## src/rtl/core/grle_pkg.sv

```systemverilog
package grle_pkg;

   localparam int PIX_FIELDS  = 8;
   localparam int MAX_RESULTS = 32;
   localparam int PIX_W       = 8;
   localparam int COUNT_W     = 8;
   localparam int BUDGET_W    = 16;
   localparam int VALID_W     = 4;
   localparam int CSR_DATA_W  = 16;

   localparam logic [7:0] ESCAPE_CODE = 8'h41;
   localparam logic [7:0] RUN_BIAS    = 8'h40;
   localparam logic [7:0] FULL_LEVEL  = 8'd64;

   typedef enum logic {
      CSR_FORMAT_VERSION = 1'b0,
      CSR_GLYPH_PIXELS   = 1'b1
   } csr_index_type;

   typedef enum logic {
      ST_IDLE = 1'b0,
      ST_RUN  = 1'b1
   } ctrl_state_type;

   typedef struct packed {
      logic take_input;
      logic run_sel;
      logic load_run;
   } ctrl_cmd_type;

   typedef struct packed {
      logic out_free;
      logic has_pixels;
      logic more;
   } dp_status_type;

   typedef struct packed {
      logic [PIX_FIELDS-1:0][PIX_W-1:0] pixel;
      logic [VALID_W-1:0]               valid_pixels;
      logic                             last_of_item;
      logic                             glyph_done;
   } rsp_word_type;

   // Coverage level 0..64 to 0..255, truncated; anything above 64 saturates.
   function automatic logic [PIX_W-1:0] scale_level(input logic [PIX_W-1:0] level);
      logic [13:0] prod;
      prod = {level[5:0], 8'd0} - {8'd0, level[5:0]};
      if (level >= FULL_LEVEL) begin
         return 8'd255;
      end
      return prod[13:6];
   endfunction

endpackage

```

## src/rtl/core/grle_ifs.sv

```systemverilog
interface grle_req_if;
   logic       valid;
   logic       ready;
   logic [7:0] code_byte;
   logic       glyph_start;

   modport source (output valid, output code_byte, output glyph_start, input ready);
   modport sink (input valid, input code_byte, input glyph_start, output ready);
endinterface

interface grle_rsp_if;
   logic       valid;
   logic       ready;
   logic [7:0] pixel_0;
   logic [7:0] pixel_1;
   logic [7:0] pixel_2;
   logic [7:0] pixel_3;
   logic [7:0] pixel_4;
   logic [7:0] pixel_5;
   logic [7:0] pixel_6;
   logic [7:0] pixel_7;
   logic [3:0] valid_pixels;
   logic       last_of_item;
   logic       glyph_done;

   modport source (
      output valid, output pixel_0, output pixel_1, output pixel_2, output pixel_3,
      output pixel_4, output pixel_5, output pixel_6, output pixel_7,
      output valid_pixels, output last_of_item, output glyph_done, input ready
   );
   modport sink (
      input valid, input pixel_0, input pixel_1, input pixel_2, input pixel_3,
      input pixel_4, input pixel_5, input pixel_6, input pixel_7,
      input valid_pixels, input last_of_item, input glyph_done, output ready
   );
endinterface

```

## src/rtl/core/glyph_run_length_expander.sv

```systemverilog
// A word's first result is registered as it is accepted and shows in the
// cycle after. A literal byte is taken when the output register is free;
// a run of n pixels fills words of up to LANES pixels, input held meanwhile.
// Bytes that produce nothing (escape, spent budget) take no output word.
// Reset is synchronous and active high: the format returns to 1, the budget,
// last pixel and pending length are cleared, and no result is pending.
module glyph_run_length_expander #(
   parameter int LANES = 8
) (
   input  logic                            clock,
   input  logic                            reset,
   grle_req_if.sink                        req_bus,
   grle_rsp_if.source                      rsp_bus,
   input  logic                            csr_we,
   input  logic                            csr_index,
   input  logic [grle_pkg::CSR_DATA_W-1:0] csr_wdata
);

   grle_pkg::ctrl_cmd_type  cmd;
   grle_pkg::dp_status_type status;
   grle_pkg::rsp_word_type  rsp_word;

   grle_ctrl u_ctrl (
      .clock     (clock),
      .reset     (reset),
      .req_valid (req_bus.valid),
      .req_ready (req_bus.ready),
      .status    (status),
      .cmd       (cmd)
   );

   grle_datapath #(
      .LANES (LANES)
   ) u_datapath (
      .clock       (clock),
      .reset       (reset),
      .csr_we      (csr_we),
      .csr_index   (csr_index),
      .csr_wdata   (csr_wdata),
      .code_byte   (req_bus.code_byte),
      .glyph_start (req_bus.glyph_start),
      .rsp_ready   (rsp_bus.ready),
      .cmd         (cmd),
      .status      (status),
      .rsp_valid   (rsp_bus.valid),
      .rsp_word    (rsp_word)
   );

   assign rsp_bus.pixel_0      = rsp_word.pixel[0];
   assign rsp_bus.pixel_1      = rsp_word.pixel[1];
   assign rsp_bus.pixel_2      = rsp_word.pixel[2];
   assign rsp_bus.pixel_3      = rsp_word.pixel[3];
   assign rsp_bus.pixel_4      = rsp_word.pixel[4];
   assign rsp_bus.pixel_5      = rsp_word.pixel[5];
   assign rsp_bus.pixel_6      = rsp_word.pixel[6];
   assign rsp_bus.pixel_7      = rsp_word.pixel[7];
   assign rsp_bus.valid_pixels = rsp_word.valid_pixels;
   assign rsp_bus.last_of_item = rsp_word.last_of_item;
   assign rsp_bus.glyph_done   = rsp_word.glyph_done;

endmodule

```

## src/rtl/core/grle_ctrl.sv

```systemverilog
module grle_ctrl (
   input  logic                    clock,
   input  logic                    reset,
   input  logic                    req_valid,
   output logic                    req_ready,
   input  grle_pkg::dp_status_type status,
   output grle_pkg::ctrl_cmd_type  cmd
);

   grle_pkg::ctrl_state_type state_ff;
   grle_pkg::ctrl_state_type state_in;

   always_ff @(posedge clock) begin
      if (reset) begin
         state_ff <= grle_pkg::ST_IDLE;
      end else begin
         state_ff <= state_in;
      end
   end

   always_comb begin
      state_in       = state_ff;
      req_ready      = 1'b0;
      cmd.take_input = 1'b0;
      cmd.run_sel    = 1'b0;
      cmd.load_run   = 1'b0;
      unique case (state_ff)
         grle_pkg::ST_IDLE: begin
            req_ready      = status.out_free;
            cmd.take_input = req_valid && status.out_free;
            if (cmd.take_input && status.has_pixels && status.more) begin
               state_in = grle_pkg::ST_RUN;
            end
         end
         grle_pkg::ST_RUN: begin
            cmd.run_sel  = 1'b1;
            cmd.load_run = status.out_free;
            if (cmd.load_run && !status.more) begin
               state_in = grle_pkg::ST_IDLE;
            end
         end
         default: begin
            state_in = grle_pkg::ST_IDLE;
         end
      endcase
   end

endmodule

```

## src/rtl/core/grle_datapath.sv

```systemverilog
module grle_datapath #(
   parameter int LANES = 8
) (
   input  logic                                 clock,
   input  logic                                 reset,
   input  logic                                 csr_we,
   input  logic                                 csr_index,
   input  logic [grle_pkg::CSR_DATA_W-1:0]      csr_wdata,
   input  logic [7:0]                           code_byte,
   input  logic                                 glyph_start,
   input  logic                                 rsp_ready,
   input  grle_pkg::ctrl_cmd_type               cmd,
   output grle_pkg::dp_status_type              status,
   output logic                                 rsp_valid,
   output grle_pkg::rsp_word_type               rsp_word
);

   // Pixels per word, held to the number of pixel fields.
   localparam int LANE_COUNT = (LANES < 1) ? 1 :
                               ((LANES > grle_pkg::PIX_FIELDS) ? grle_pkg::PIX_FIELDS : LANES);
   localparam int RUN_CAP    = LANE_COUNT * grle_pkg::MAX_RESULTS;

   logic                               format_ff;
   logic [grle_pkg::BUDGET_W-1:0]      glyph_pixels_ff;
   logic [grle_pkg::BUDGET_W-1:0]      pixels_left_ff, pixels_left_in;
   logic [grle_pkg::PIX_W-1:0]         prev_ff, prev_in;
   logic                               await_ff, await_in;
   logic [grle_pkg::COUNT_W-1:0]       run_left_ff, run_left_in;
   logic [grle_pkg::PIX_W-1:0]         run_level_ff, run_level_in;
   logic                               rsp_valid_ff, rsp_valid_in;
   grle_pkg::rsp_word_type             rsp_word_ff, rsp_word_in;

   logic [grle_pkg::BUDGET_W-1:0]      left_eff;
   logic [grle_pkg::PIX_W-1:0]         prev_eff;
   logic                               await_eff;
   logic [grle_pkg::COUNT_W-1:0]       req_n;
   logic [grle_pkg::PIX_W-1:0]         req_level;
   logic [grle_pkg::BUDGET_W-1:0]      clip_a;
   logic [grle_pkg::COUNT_W-1:0]       in_count;

   logic [grle_pkg::COUNT_W-1:0]       sel_count;
   logic [grle_pkg::BUDGET_W-1:0]      sel_left;
   logic [grle_pkg::PIX_W-1:0]         sel_level;
   logic [grle_pkg::VALID_W-1:0]       take;
   logic [grle_pkg::COUNT_W-1:0]       remain;
   logic [grle_pkg::BUDGET_W-1:0]      left_after;
   logic [grle_pkg::PIX_W-1:0]         scaled;
   logic                               load_word;

   always_ff @(posedge clock) begin
      if (reset) begin
         format_ff       <= 1'b1;
         glyph_pixels_ff <= '0;
      end else if (csr_we) begin
         unique case (csr_index)
            grle_pkg::CSR_FORMAT_VERSION: format_ff       <= csr_wdata[0];
            grle_pkg::CSR_GLYPH_PIXELS:   glyph_pixels_ff <= csr_wdata;
            default:                      format_ff       <= format_ff;
         endcase
      end
   end

   // Decode of the incoming byte against the current state, or the state as reset by a glyph start.
   always_comb begin
      left_eff  = glyph_start ? glyph_pixels_ff : pixels_left_ff;
      prev_eff  = glyph_start ? '0 : prev_ff;
      await_eff = glyph_start ? 1'b0 : await_ff;
      req_n     = '0;
      req_level = prev_eff;
      prev_in   = prev_eff;
      await_in  = 1'b0;
      if (left_eff == '0) begin
         await_in = 1'b0;
      end else if (await_eff) begin
         req_n = code_byte;
      end else if (!format_ff && code_byte == grle_pkg::ESCAPE_CODE) begin
         await_in = 1'b1;
      end else if (format_ff && code_byte >= grle_pkg::ESCAPE_CODE) begin
         req_n = code_byte - grle_pkg::RUN_BIAS;
      end else begin
         prev_in   = code_byte;
         req_level = code_byte;
         req_n     = 8'd1;
      end
      clip_a   = ({8'd0, req_n} < left_eff) ? {8'd0, req_n} : left_eff;
      in_count = (clip_a < grle_pkg::BUDGET_W'(RUN_CAP)) ?
                 clip_a[grle_pkg::COUNT_W-1:0] : grle_pkg::COUNT_W'(RUN_CAP);
   end

   // One word's worth of pixels from either the new byte or the run in progress.
   always_comb begin
      sel_count  = cmd.run_sel ? run_left_ff : in_count;
      sel_left   = cmd.run_sel ? pixels_left_ff : left_eff;
      sel_level  = cmd.run_sel ? run_level_ff : grle_pkg::scale_level(req_level);
      take       = (sel_count < grle_pkg::COUNT_W'(LANE_COUNT)) ?
                   sel_count[grle_pkg::VALID_W-1:0] : grle_pkg::VALID_W'(LANE_COUNT);
      remain     = sel_count - {4'd0, take};
      left_after = sel_left - {12'd0, take};
      scaled     = sel_level;
   end

   assign status.out_free   = !rsp_valid_ff || rsp_ready;
   assign status.has_pixels = sel_count != '0;
   assign status.more       = remain != '0;

   assign load_word = (cmd.take_input && status.has_pixels) || cmd.load_run;

   always_comb begin
      pixels_left_in = pixels_left_ff;
      run_left_in    = run_left_ff;
      run_level_in   = run_level_ff;
      rsp_valid_in   = rsp_valid_ff && !rsp_ready;
      rsp_word_in    = rsp_word_ff;
      if (cmd.take_input || cmd.load_run) begin
         pixels_left_in = left_after;
         run_left_in    = remain;
         run_level_in   = scaled;
      end
      if (load_word) begin
         rsp_valid_in = 1'b1;
         for (int j = 0; j < grle_pkg::PIX_FIELDS; j++) begin
            rsp_word_in.pixel[j] = (j < int'(take)) ? scaled : '0;
         end
         rsp_word_in.valid_pixels = take;
         rsp_word_in.last_of_item = remain == '0;
         rsp_word_in.glyph_done   = left_after == '0;
      end
   end

   always_ff @(posedge clock) begin
      if (reset) begin
         pixels_left_ff <= '0;
         prev_ff        <= '0;
         await_ff       <= 1'b0;
         rsp_valid_ff   <= 1'b0;
      end else begin
         pixels_left_ff <= pixels_left_in;
         rsp_valid_ff   <= rsp_valid_in;
         if (cmd.take_input) begin
            prev_ff  <= prev_in;
            await_ff <= await_in;
         end
      end
   end

   always_ff @(posedge clock) begin
      run_left_ff  <= run_left_in;
      run_level_ff <= run_level_in;
      rsp_word_ff  <= rsp_word_in;
   end

   assign rsp_valid = rsp_valid_ff;
   assign rsp_word  = rsp_word_ff;

endmodule
```

## src/flat_wrapper.sv

```systemverilog
// flat-port wrapper written by rule: the top's interface ports become plain ports
module glyph_run_length_expander_flat 
#(
   parameter int LANES = 8
)
  (clock, reset, csr_we, csr_index, csr_wdata, req_bus_valid, req_bus_code_byte, req_bus_glyph_start, req_bus_ready, rsp_bus_valid, rsp_bus_pixel_0, rsp_bus_pixel_1, rsp_bus_pixel_2, rsp_bus_pixel_3, rsp_bus_pixel_4, rsp_bus_pixel_5, rsp_bus_pixel_6, rsp_bus_pixel_7, rsp_bus_valid_pixels, rsp_bus_last_of_item, rsp_bus_glyph_done, rsp_bus_ready);
  grle_req_if req_bus_i ();
  grle_rsp_if rsp_bus_i ();
  input  logic clock;
  input  logic reset;
  input  logic csr_we;
  input  logic csr_index;
  input  logic [grle_pkg::CSR_DATA_W-1:0] csr_wdata;
  input wire logic [$bits(req_bus_i.valid)-1:0] req_bus_valid;
  input wire logic [$bits(req_bus_i.code_byte)-1:0] req_bus_code_byte;
  input wire logic [$bits(req_bus_i.glyph_start)-1:0] req_bus_glyph_start;
  output wire logic [$bits(req_bus_i.ready)-1:0] req_bus_ready;
  output wire logic [$bits(rsp_bus_i.valid)-1:0] rsp_bus_valid;
  output wire logic [$bits(rsp_bus_i.pixel_0)-1:0] rsp_bus_pixel_0;
  output wire logic [$bits(rsp_bus_i.pixel_1)-1:0] rsp_bus_pixel_1;
  output wire logic [$bits(rsp_bus_i.pixel_2)-1:0] rsp_bus_pixel_2;
  output wire logic [$bits(rsp_bus_i.pixel_3)-1:0] rsp_bus_pixel_3;
  output wire logic [$bits(rsp_bus_i.pixel_4)-1:0] rsp_bus_pixel_4;
  output wire logic [$bits(rsp_bus_i.pixel_5)-1:0] rsp_bus_pixel_5;
  output wire logic [$bits(rsp_bus_i.pixel_6)-1:0] rsp_bus_pixel_6;
  output wire logic [$bits(rsp_bus_i.pixel_7)-1:0] rsp_bus_pixel_7;
  output wire logic [$bits(rsp_bus_i.valid_pixels)-1:0] rsp_bus_valid_pixels;
  output wire logic [$bits(rsp_bus_i.last_of_item)-1:0] rsp_bus_last_of_item;
  output wire logic [$bits(rsp_bus_i.glyph_done)-1:0] rsp_bus_glyph_done;
  input wire logic [$bits(rsp_bus_i.ready)-1:0] rsp_bus_ready;
  assign req_bus_i.valid = req_bus_valid;
  assign req_bus_i.code_byte = req_bus_code_byte;
  assign req_bus_i.glyph_start = req_bus_glyph_start;
  assign req_bus_ready = req_bus_i.ready;
  assign rsp_bus_valid = rsp_bus_i.valid;
  assign rsp_bus_pixel_0 = rsp_bus_i.pixel_0;
  assign rsp_bus_pixel_1 = rsp_bus_i.pixel_1;
  assign rsp_bus_pixel_2 = rsp_bus_i.pixel_2;
  assign rsp_bus_pixel_3 = rsp_bus_i.pixel_3;
  assign rsp_bus_pixel_4 = rsp_bus_i.pixel_4;
  assign rsp_bus_pixel_5 = rsp_bus_i.pixel_5;
  assign rsp_bus_pixel_6 = rsp_bus_i.pixel_6;
  assign rsp_bus_pixel_7 = rsp_bus_i.pixel_7;
  assign rsp_bus_valid_pixels = rsp_bus_i.valid_pixels;
  assign rsp_bus_last_of_item = rsp_bus_i.last_of_item;
  assign rsp_bus_glyph_done = rsp_bus_i.glyph_done;
  assign rsp_bus_i.ready = rsp_bus_ready;
  glyph_run_length_expander #(.LANES(LANES)) u_core (.clock(clock), .reset(reset), .req_bus(req_bus_i), .rsp_bus(rsp_bus_i), .csr_we(csr_we), .csr_index(csr_index), .csr_wdata(csr_wdata));
endmodule
```

## config.mk

```make
export PLATFORM = sky130hd
export DESIGN_NAME = glyph_run_length_expander_flat
export DESIGN_NICKNAME = d
export VERILOG_FILES = /design/src/rtl/core/grle_pkg.sv /design/src/rtl/core/grle_ifs.sv /design/src/rtl/core/glyph_run_length_expander.sv /design/src/rtl/core/grle_ctrl.sv /design/src/rtl/core/grle_datapath.sv /design/src/flat_wrapper.sv
export SDC_FILE = /design/constraint.sdc
export NUM_CORES = 1
export LEC_CHECK = 0
export ABC_CLOCK_PERIOD_IN_PS = 13100
export BUFFER_PORTS_ARGS = -buffer_cell sky130_fd_sc_hd__buf_2
export CORE_AREA = 2 2 151 79
export CTS_CLUSTER_SIZE = 12
export DETAILED_ROUTE_END_ITERATION = 8
export DIE_AREA = 0 0 153 81
export PLACE_DENSITY_LB_ADDON = 0.25
export SLEW_MARGIN = 20
export SYNTH_ARGS = -nofsm -noshare
export SYNTH_HDL_FRONTEND = slang
export SYNTH_SLANG_ARGS = --single-unit
```

## constraint.sdc

```tcl
create_clock -name clock -period 13.1 [get_ports clock]
set_input_delay 0.655 -clock clock [delete_from_list [all_inputs] [get_ports clock]]
set_output_delay 0.655 -clock clock [all_outputs]
set_load 0.01 [all_outputs]
```

* Yosys cells after proc, flatten, opt, wreduce, memory -nomap -nowiden *
Index checks and enable logic that the tools add are counted.

storage, ports and cells
  word-level logic and storage cells = 92
  register bits = 130
  memories kept = 0
  bits in read-only memories = 0
  bits in latches = 0
  input port bits = 31
  RAM bits = 0

cells by class
  shifts and indexed selects = 0
  reductions and logical operators = 22
  multipliers = 0
  div/mod/pow operators = 0
  equal/unequal tests = 1
  muxes and demuxes = 30
  add/sub/neg operators = 4
  order comparisons = 13
  bitwise logic cells = 2

operators with widths
  operator                                                           number
  2-to-1 mux 8 bit                                                   14
  2-to-1 mux 16 bit                                                  3
  zero test 16 bit                                                   2
  greater-or-equal comparator 8 x 7 -> 1 bit, second input constant  2
  less-than comparator 16 x 9 -> 1 bit, second input constant        1
  less-than comparator 3 x 4 -> 1 bit, first input constant          4
  less-than comparator 8 x 16 -> 1 bit                               1
  nonzero test 8 bit                                                 2
  subtractor 16 x 4 -> 16 bit                                        1
  subtractor 14 x 6 -> 14 bit                                        1
  2-to-1 mux 1 bit                                                   10
  equality test 8 x 7 -> 1 bit, second input constant                1
  logical AND 1 bit                                                  8
  zero test 8 bit                                                    1
  less-than comparator 1 x 4 -> 1 bit, first input constant          2
  less-than comparator 2 x 4 -> 1 bit, first input constant          2
  less-than comparator 8 x 4 -> 1 bit, second input constant         1
  subtractor 8 x 4 -> 8 bit                                          1
  subtractor 8 x 7 -> 8 bit, second input constant                   1
  zero test 1 bit                                                    4
  2-to-1 mux 4 bit                                                   1
  AND reduction 2 bit                                                2
  logical OR 1 bit                                                   3
  2-to-1 mux 2 bit                                                   1
  other kinds (2)                                                    3

* Depth between registers and ports, before layout *
  depth in word-level cells = 19
  gate-level depth with buffers = 29
  depth with buffers taken out = 28

* Hierarchy *
A second synthesis with hierarchy kept.

second synthesis, totals
  cells, all modules = 676
  area total of the unflattened synthesis = 6782.8 µm²

modules (own cells, without submodules)
  module         cells each  seq. area each (µm²)  times used  area an instance (µm²)
  grle_datapath  668         3443.3                1           6706.4
  grle_ctrl      8           20.0                  1           76.3

* Worst setup path before layout *
Ideal clock, no wire load.

  path type = input to register
  start = in req_bus_glyph_start
  end = reg u_core.u_datapath.rsp_word_ff, in the netlist u_core.u_datapath.rsp_word[0], enable pin
  path buffers = 1
  stages on the path = 17
  path slack = 5248 ps
  arrival = 7331 ps
  library setup time = 521 ps
  cells stage by stage = or4b_1 nor4_1 o221ai_1 buf_2 and2_1 nor2b_1 ha_1 nand4_1 a211oi_1 o22ai_1 a31oi_4 mux2_2 a21oi_2 nor3_4 inv_4 nor2_4 a21oi_1

on the way
  cells in the longest elaborated chain, start to end = 11

RTL lines
  what                                                          RTL line                                  source
  start, declared                                               flat_wrapper.sv:16                        input wire logic [$bits(req_bus_i.glyph_start)-1:0] req_bus_glyph_start;
  2-to-1 mux 16 bit / 2-to-1 mux 1 bit (equally long branches)  grle_datapath.sv:65, grle_datapath.sv:67
  zero test 16 bit / 2-to-1 mux 8 bit (equally long branches)   grle_datapath.sv:72, grle_datapath.sv:74
  2-to-1 mux 8 bit                                              grle_datapath.sv:72                       if (left_eff == '0) begin
  less-than comparator 8 x 16 -> 1 bit                          grle_datapath.sv:85                       clip_a = ({8'd0, req_n} < left_eff) ? {8'd0, req_n} : left_eff;
  2-to-1 mux 16 bit (*)                                         grle_datapath.sv:85
  less-than comparator 16 x 9 -> 1 bit                          grle_datapath.sv:86                       in_count = (clip_a < grle_pkg::BUDGET_W'(RUN_CAP)) ?
  2-to-1 mux 8 bit (*)                                          grle_datapath.sv:86
  2-to-1 mux 8 bit (*)                                          grle_datapath.sv:92                       sel_count = cmd.run_sel ? run_left_ff : in_count;
  nonzero test 8 bit (*)                                        grle_datapath.sv:103                      assign status.has_pixels = sel_count != '0;
  logical AND 1 bit (*)                                         grle_datapath.sv:106                      assign load_word = (cmd.take_input && status.has_pixels) || cmd.load_run;
  logical OR 1 bit (*)                                          grle_datapath.sv:106
  net u_core.u_datapath.load_word                               grle_datapath.sv:48                       logic load_word;
  end signal, assigned                                          grle_datapath.sv:149                      rsp_word_ff <= rsp_word_in;
  end, declared                                                 grle_datapath.sv:31                       grle_pkg::rsp_word_type rsp_word_ff, rsp_word_in;

The timed path passes the listed nets; every way through them passes the cells marked *.
A chain may end at the register's enable or synchronous reset.

* Final worst setup path *
  start = in req_bus_glyph_start
  end = reg u_core.u_datapath.rsp_word_ff, in the netlist u_core.u_datapath.rsp_word[0], data pin

on the way
  cells in the longest elaborated chain, start to end = 12

RTL lines
  what                                                          RTL line                                  source
  2-to-1 mux 16 bit / 2-to-1 mux 1 bit (equally long branches)  grle_datapath.sv:65, grle_datapath.sv:67
  zero test 16 bit / 2-to-1 mux 8 bit (equally long branches)   grle_datapath.sv:72, grle_datapath.sv:74
  2-to-1 mux 8 bit                                              grle_datapath.sv:72
  less-than comparator 8 x 16 -> 1 bit                          grle_datapath.sv:85
  2-to-1 mux 16 bit (*)                                         grle_datapath.sv:85
  less-than comparator 16 x 9 -> 1 bit                          grle_datapath.sv:86
  2-to-1 mux 8 bit (*)                                          grle_datapath.sv:86
  2-to-1 mux 8 bit (*)                                          grle_datapath.sv:92
  less-than comparator 8 x 4 -> 1 bit                           grle_datapath.sv:95                       take = (sel_count < grle_pkg::COUNT_W'(LANE_COUNT)) ?
  2-to-1 mux 4 bit (*)                                          grle_datapath.sv:95
  net u_core.u_datapath.take (one bit)                          grle_datapath.sv:44                       logic [grle_pkg::VALID_W-1:0] take;
  subtractor 16 x 4 -> 16 bit (*)                               grle_datapath.sv:98                       left_after = sel_left - {12'd0, take};
  zero test 16 bit (*)                                          grle_datapath.sv:126                      rsp_word_in.glyph_done = left_after == '0;

Marks and branches as above.

==> impl_results.md <==
- Status: complete, no violations
- TritonRoute pass-1 iters: 5
- Area Overhead vs Synth: 19.00%
- I/O Pins: between 100 and 150
- Setup Crit Path Kind: input port to flip-flop
- Crit-path slowest cell: nor3_4
- Number of global-route vias before repair: approximately 5100
- Drt drc: 0
- Post-CTS Hold Buffers: 0
- Peak fanout along the critical path: 16
- Worst Hold Class: input port to flip-flop
- Aggregate routed wire length: ~18000 microns
- MaxCap Viol Count: 0
- Crit path required time: 13.28 ns
- Seq/Total Area, Yosys: 52.86%
- CP startpoint kind: input port
- Core area: roughly 0.011 sq mm
- Synth Net Count: approximately 700
- Reg clk slew, reported paths: about 0.060 ns
- Avg WL per Cell: about 19 microns
- Post-Synth XOR/XNOR Area: 1.604%
- Clock Skew: ~0.012 ns
- Unrepaired setup endpoints after global routing: no
- VDD IR max: around 0.15 mV
- Global-route wire length before repair: around 27000 microns
- Post-layout util: between 60% and 70%
- Clock sink count: 130
- Syn Inst Count: between 600 and 700
- CTS H-tree lvls: 4
- Async set-reset flop share out of synthesis: 0%
- Number of routed nets with antenna violations: 0
- GPL Wtd Cong: 0.9803
- Initial Util: between 50% and 60%
- CP Capture Type: flip-flop
- CTS tree: done
- Period minus WS final: approximately 8 ns
- DP HPWL: between 10000 and 15000 microns
- Synth Area in Simple Gates: roughly a fifth
- F_max: 127.7 MHz
- Antenna cells: 0
- DR vias: approximately 5500
- Final setup viols: 0
- Flops & latches, synth: 130
- TritonCTS Buffers: 17
- Clock latency on the worst-skew pair: between 0.4 and 0.5 ns
- Rows: 28
- Post-synth EDFFs: 86
- Initial antenna violation count: 0
- Chip width: ~150 microns
- Synth Area in Compound Gates: ~15%
- WP data arrival: ~8 ns
- DRT iter0 DRCs: between 500 and 600
- Synth warn: 0
- Nets: ~800
- Post-Synth Adder-Cell Area: 2.597%
- CTS max path bufs: 2
- Worst r2r src: u_core.u_datapath.pixels_left_ff[9]
- Port bufs: approximately 100
- CTS root buf: clkbuf_16
- Yosys cell types: 78
- Most frequent cells in the layout: nor2_1 (110), buf_2 (102), edfxtp_1 (86), nand2_1 (65)
- Ratio of final minimum period to clock period: between 50% and 60%
- Die area: about 0.012 sq mm
- GR Overflow Total: 0
- Share of layout cells above drive strength 1: between 20% and 30%
- Hold Path Stages: 2
- CP Launch Point: req_bus_glyph_start
- Worst R2R Path Depth: 25
- PostCTS Resize Cnt: 0
- Die H: 81 microns
- Max-slew violations: 0
- Most common cell after layout, fill and taps aside: nor2_1
- Top FF cell, synth: edfxtp_1
- Post-synthesis mux area share: 4.335%
- GRT Total Usage: 29.24%
- Syn avg cell area: roughly 10 sq um
- Largest family of logic cells by synthesized area: simple AND/OR/NAND/NOR gates
- CP max stage delay: around 0.6 ns
- Setup Buffers After CTS: 0
- Relative slew margins: around a third
- Vias/cell: 6.039
- Synth Cell Area: roughly 0.0066 sq mm
- Worst Tran Pin Value: approximately 0.99 ns
- Leakage Power: between 3 and 4 nW
- PD cells: about 310 mW/mm^2
- TNS Setup: 0 ns
- Worst Hold Launch: csr_wdata[0]
- Largest net degree at the start of global routing: 52
- Hold Fails Final Rpt: 0
- Pwr Total: approximately 0.0024 W
final cells by class:
class,instances,area (sq um)
Clock buffer,18,429.2
Clock inverter,14,178.9
Sequential cell,130,3463
Inverter,24,92.59
Timing Repair Buffer,108,555.5
Tap cell,150,187.7
Fill cell,839,3520
Multi-Input combinational cell,471,2889
routing by layer:
layer | part of all wire (%) | vias up | GRT usage [%]
li1 | - | 2576 | -
met1 | 46 | 2616 | 44.32
met2 | 40 | 315 | 39.78
met3 | 12 | 19 | 9.232
met4 | 0.93 | 0 | 8.704
met5 | 0 | - | 0
stage by stage:
stage,std cells,area [sq um],hold WS [ns],worst slack (ns)
finish,915,7796,0.4545,5.270
floorplan,653,6551,0.4329,5.248
detailed placement,883,7188,0.4618,5.022
CTS,915,7796,0.4497,5.433
global placement,883,7188,0.4525,5.429
global route,915,7796,0.4660,4.748
power by group:
part / internal, W / leakage [nW] / switching [W]
registers: 0.000711 / 1.19 / 0.0000774
clock network: 0.000302 / 0.298 / 0.000189
logic: 0.000393 / 1.61 / 0.000744
total: 0.00141 / 3.10 / 0.00101
sequential cells by signal, summed over array words and instances (netlist names):
name                               cells
u_core.u_datapath.format_ff            1
u_core.u_datapath.rsp_valid            1
u_core.u_datapath.rsp_word            70
u_core.u_ctrl.state_ff                 1
u_core.u_datapath.await_ff             1
u_core.u_datapath.pixels_left_ff      16
u_core.u_datapath.prev_ff              8
u_core.u_datapath.glyph_pixels_ff     16
u_core.u_datapath.run_level_ff         8
u_core.u_datapath.run_left_ff          8
critical path, delay by kind of cell:
kind / cells / cell delay [ns]
AOI/OAI and AO/OA: 8 / 2.24
adders and majority gates: 2 / 0.63
buffers and inverters: 2 / 0.48
muxes: 3 / 0.92
and+or+nand+nor: 11 / 3.08
synthesized netlist by cell type, drive strengths merged (12+ instances only):
library cell	number	area share, %
a21oi	47	3.8
edfxtp	86	39
o21ai	32	2.4
clkbuf	20	1.1
nand2	65	3.7
mux2i	19	2.9
nor2	114	6.9
nor3	13	1.2
ha	12	2.3
dfxtp	44	13
inv	22	1.3
a211oi	13	1.7
worst paths after layout:
check                                                           end  slack [ns]
worst max-delay path                  u_core.u_datapath.rsp_word[0]        5.27
worst min-delay path                    u_core.u_datapath.format_ff        0.45
worst min register to register  u_core.u_datapath.pixels_left_ff[8]        0.47
worst max register to register        u_core.u_datapath.rsp_word[0]        5.31
logic make-up after synthesis:
group           Yosys count
mux                      27
compound gates          147
xor+xnor                 12
simple gates            272
fa+ha+maj                13
flops                   130
buf+inv                  52
No activity file was read; power rests on OpenSTA's default activity.
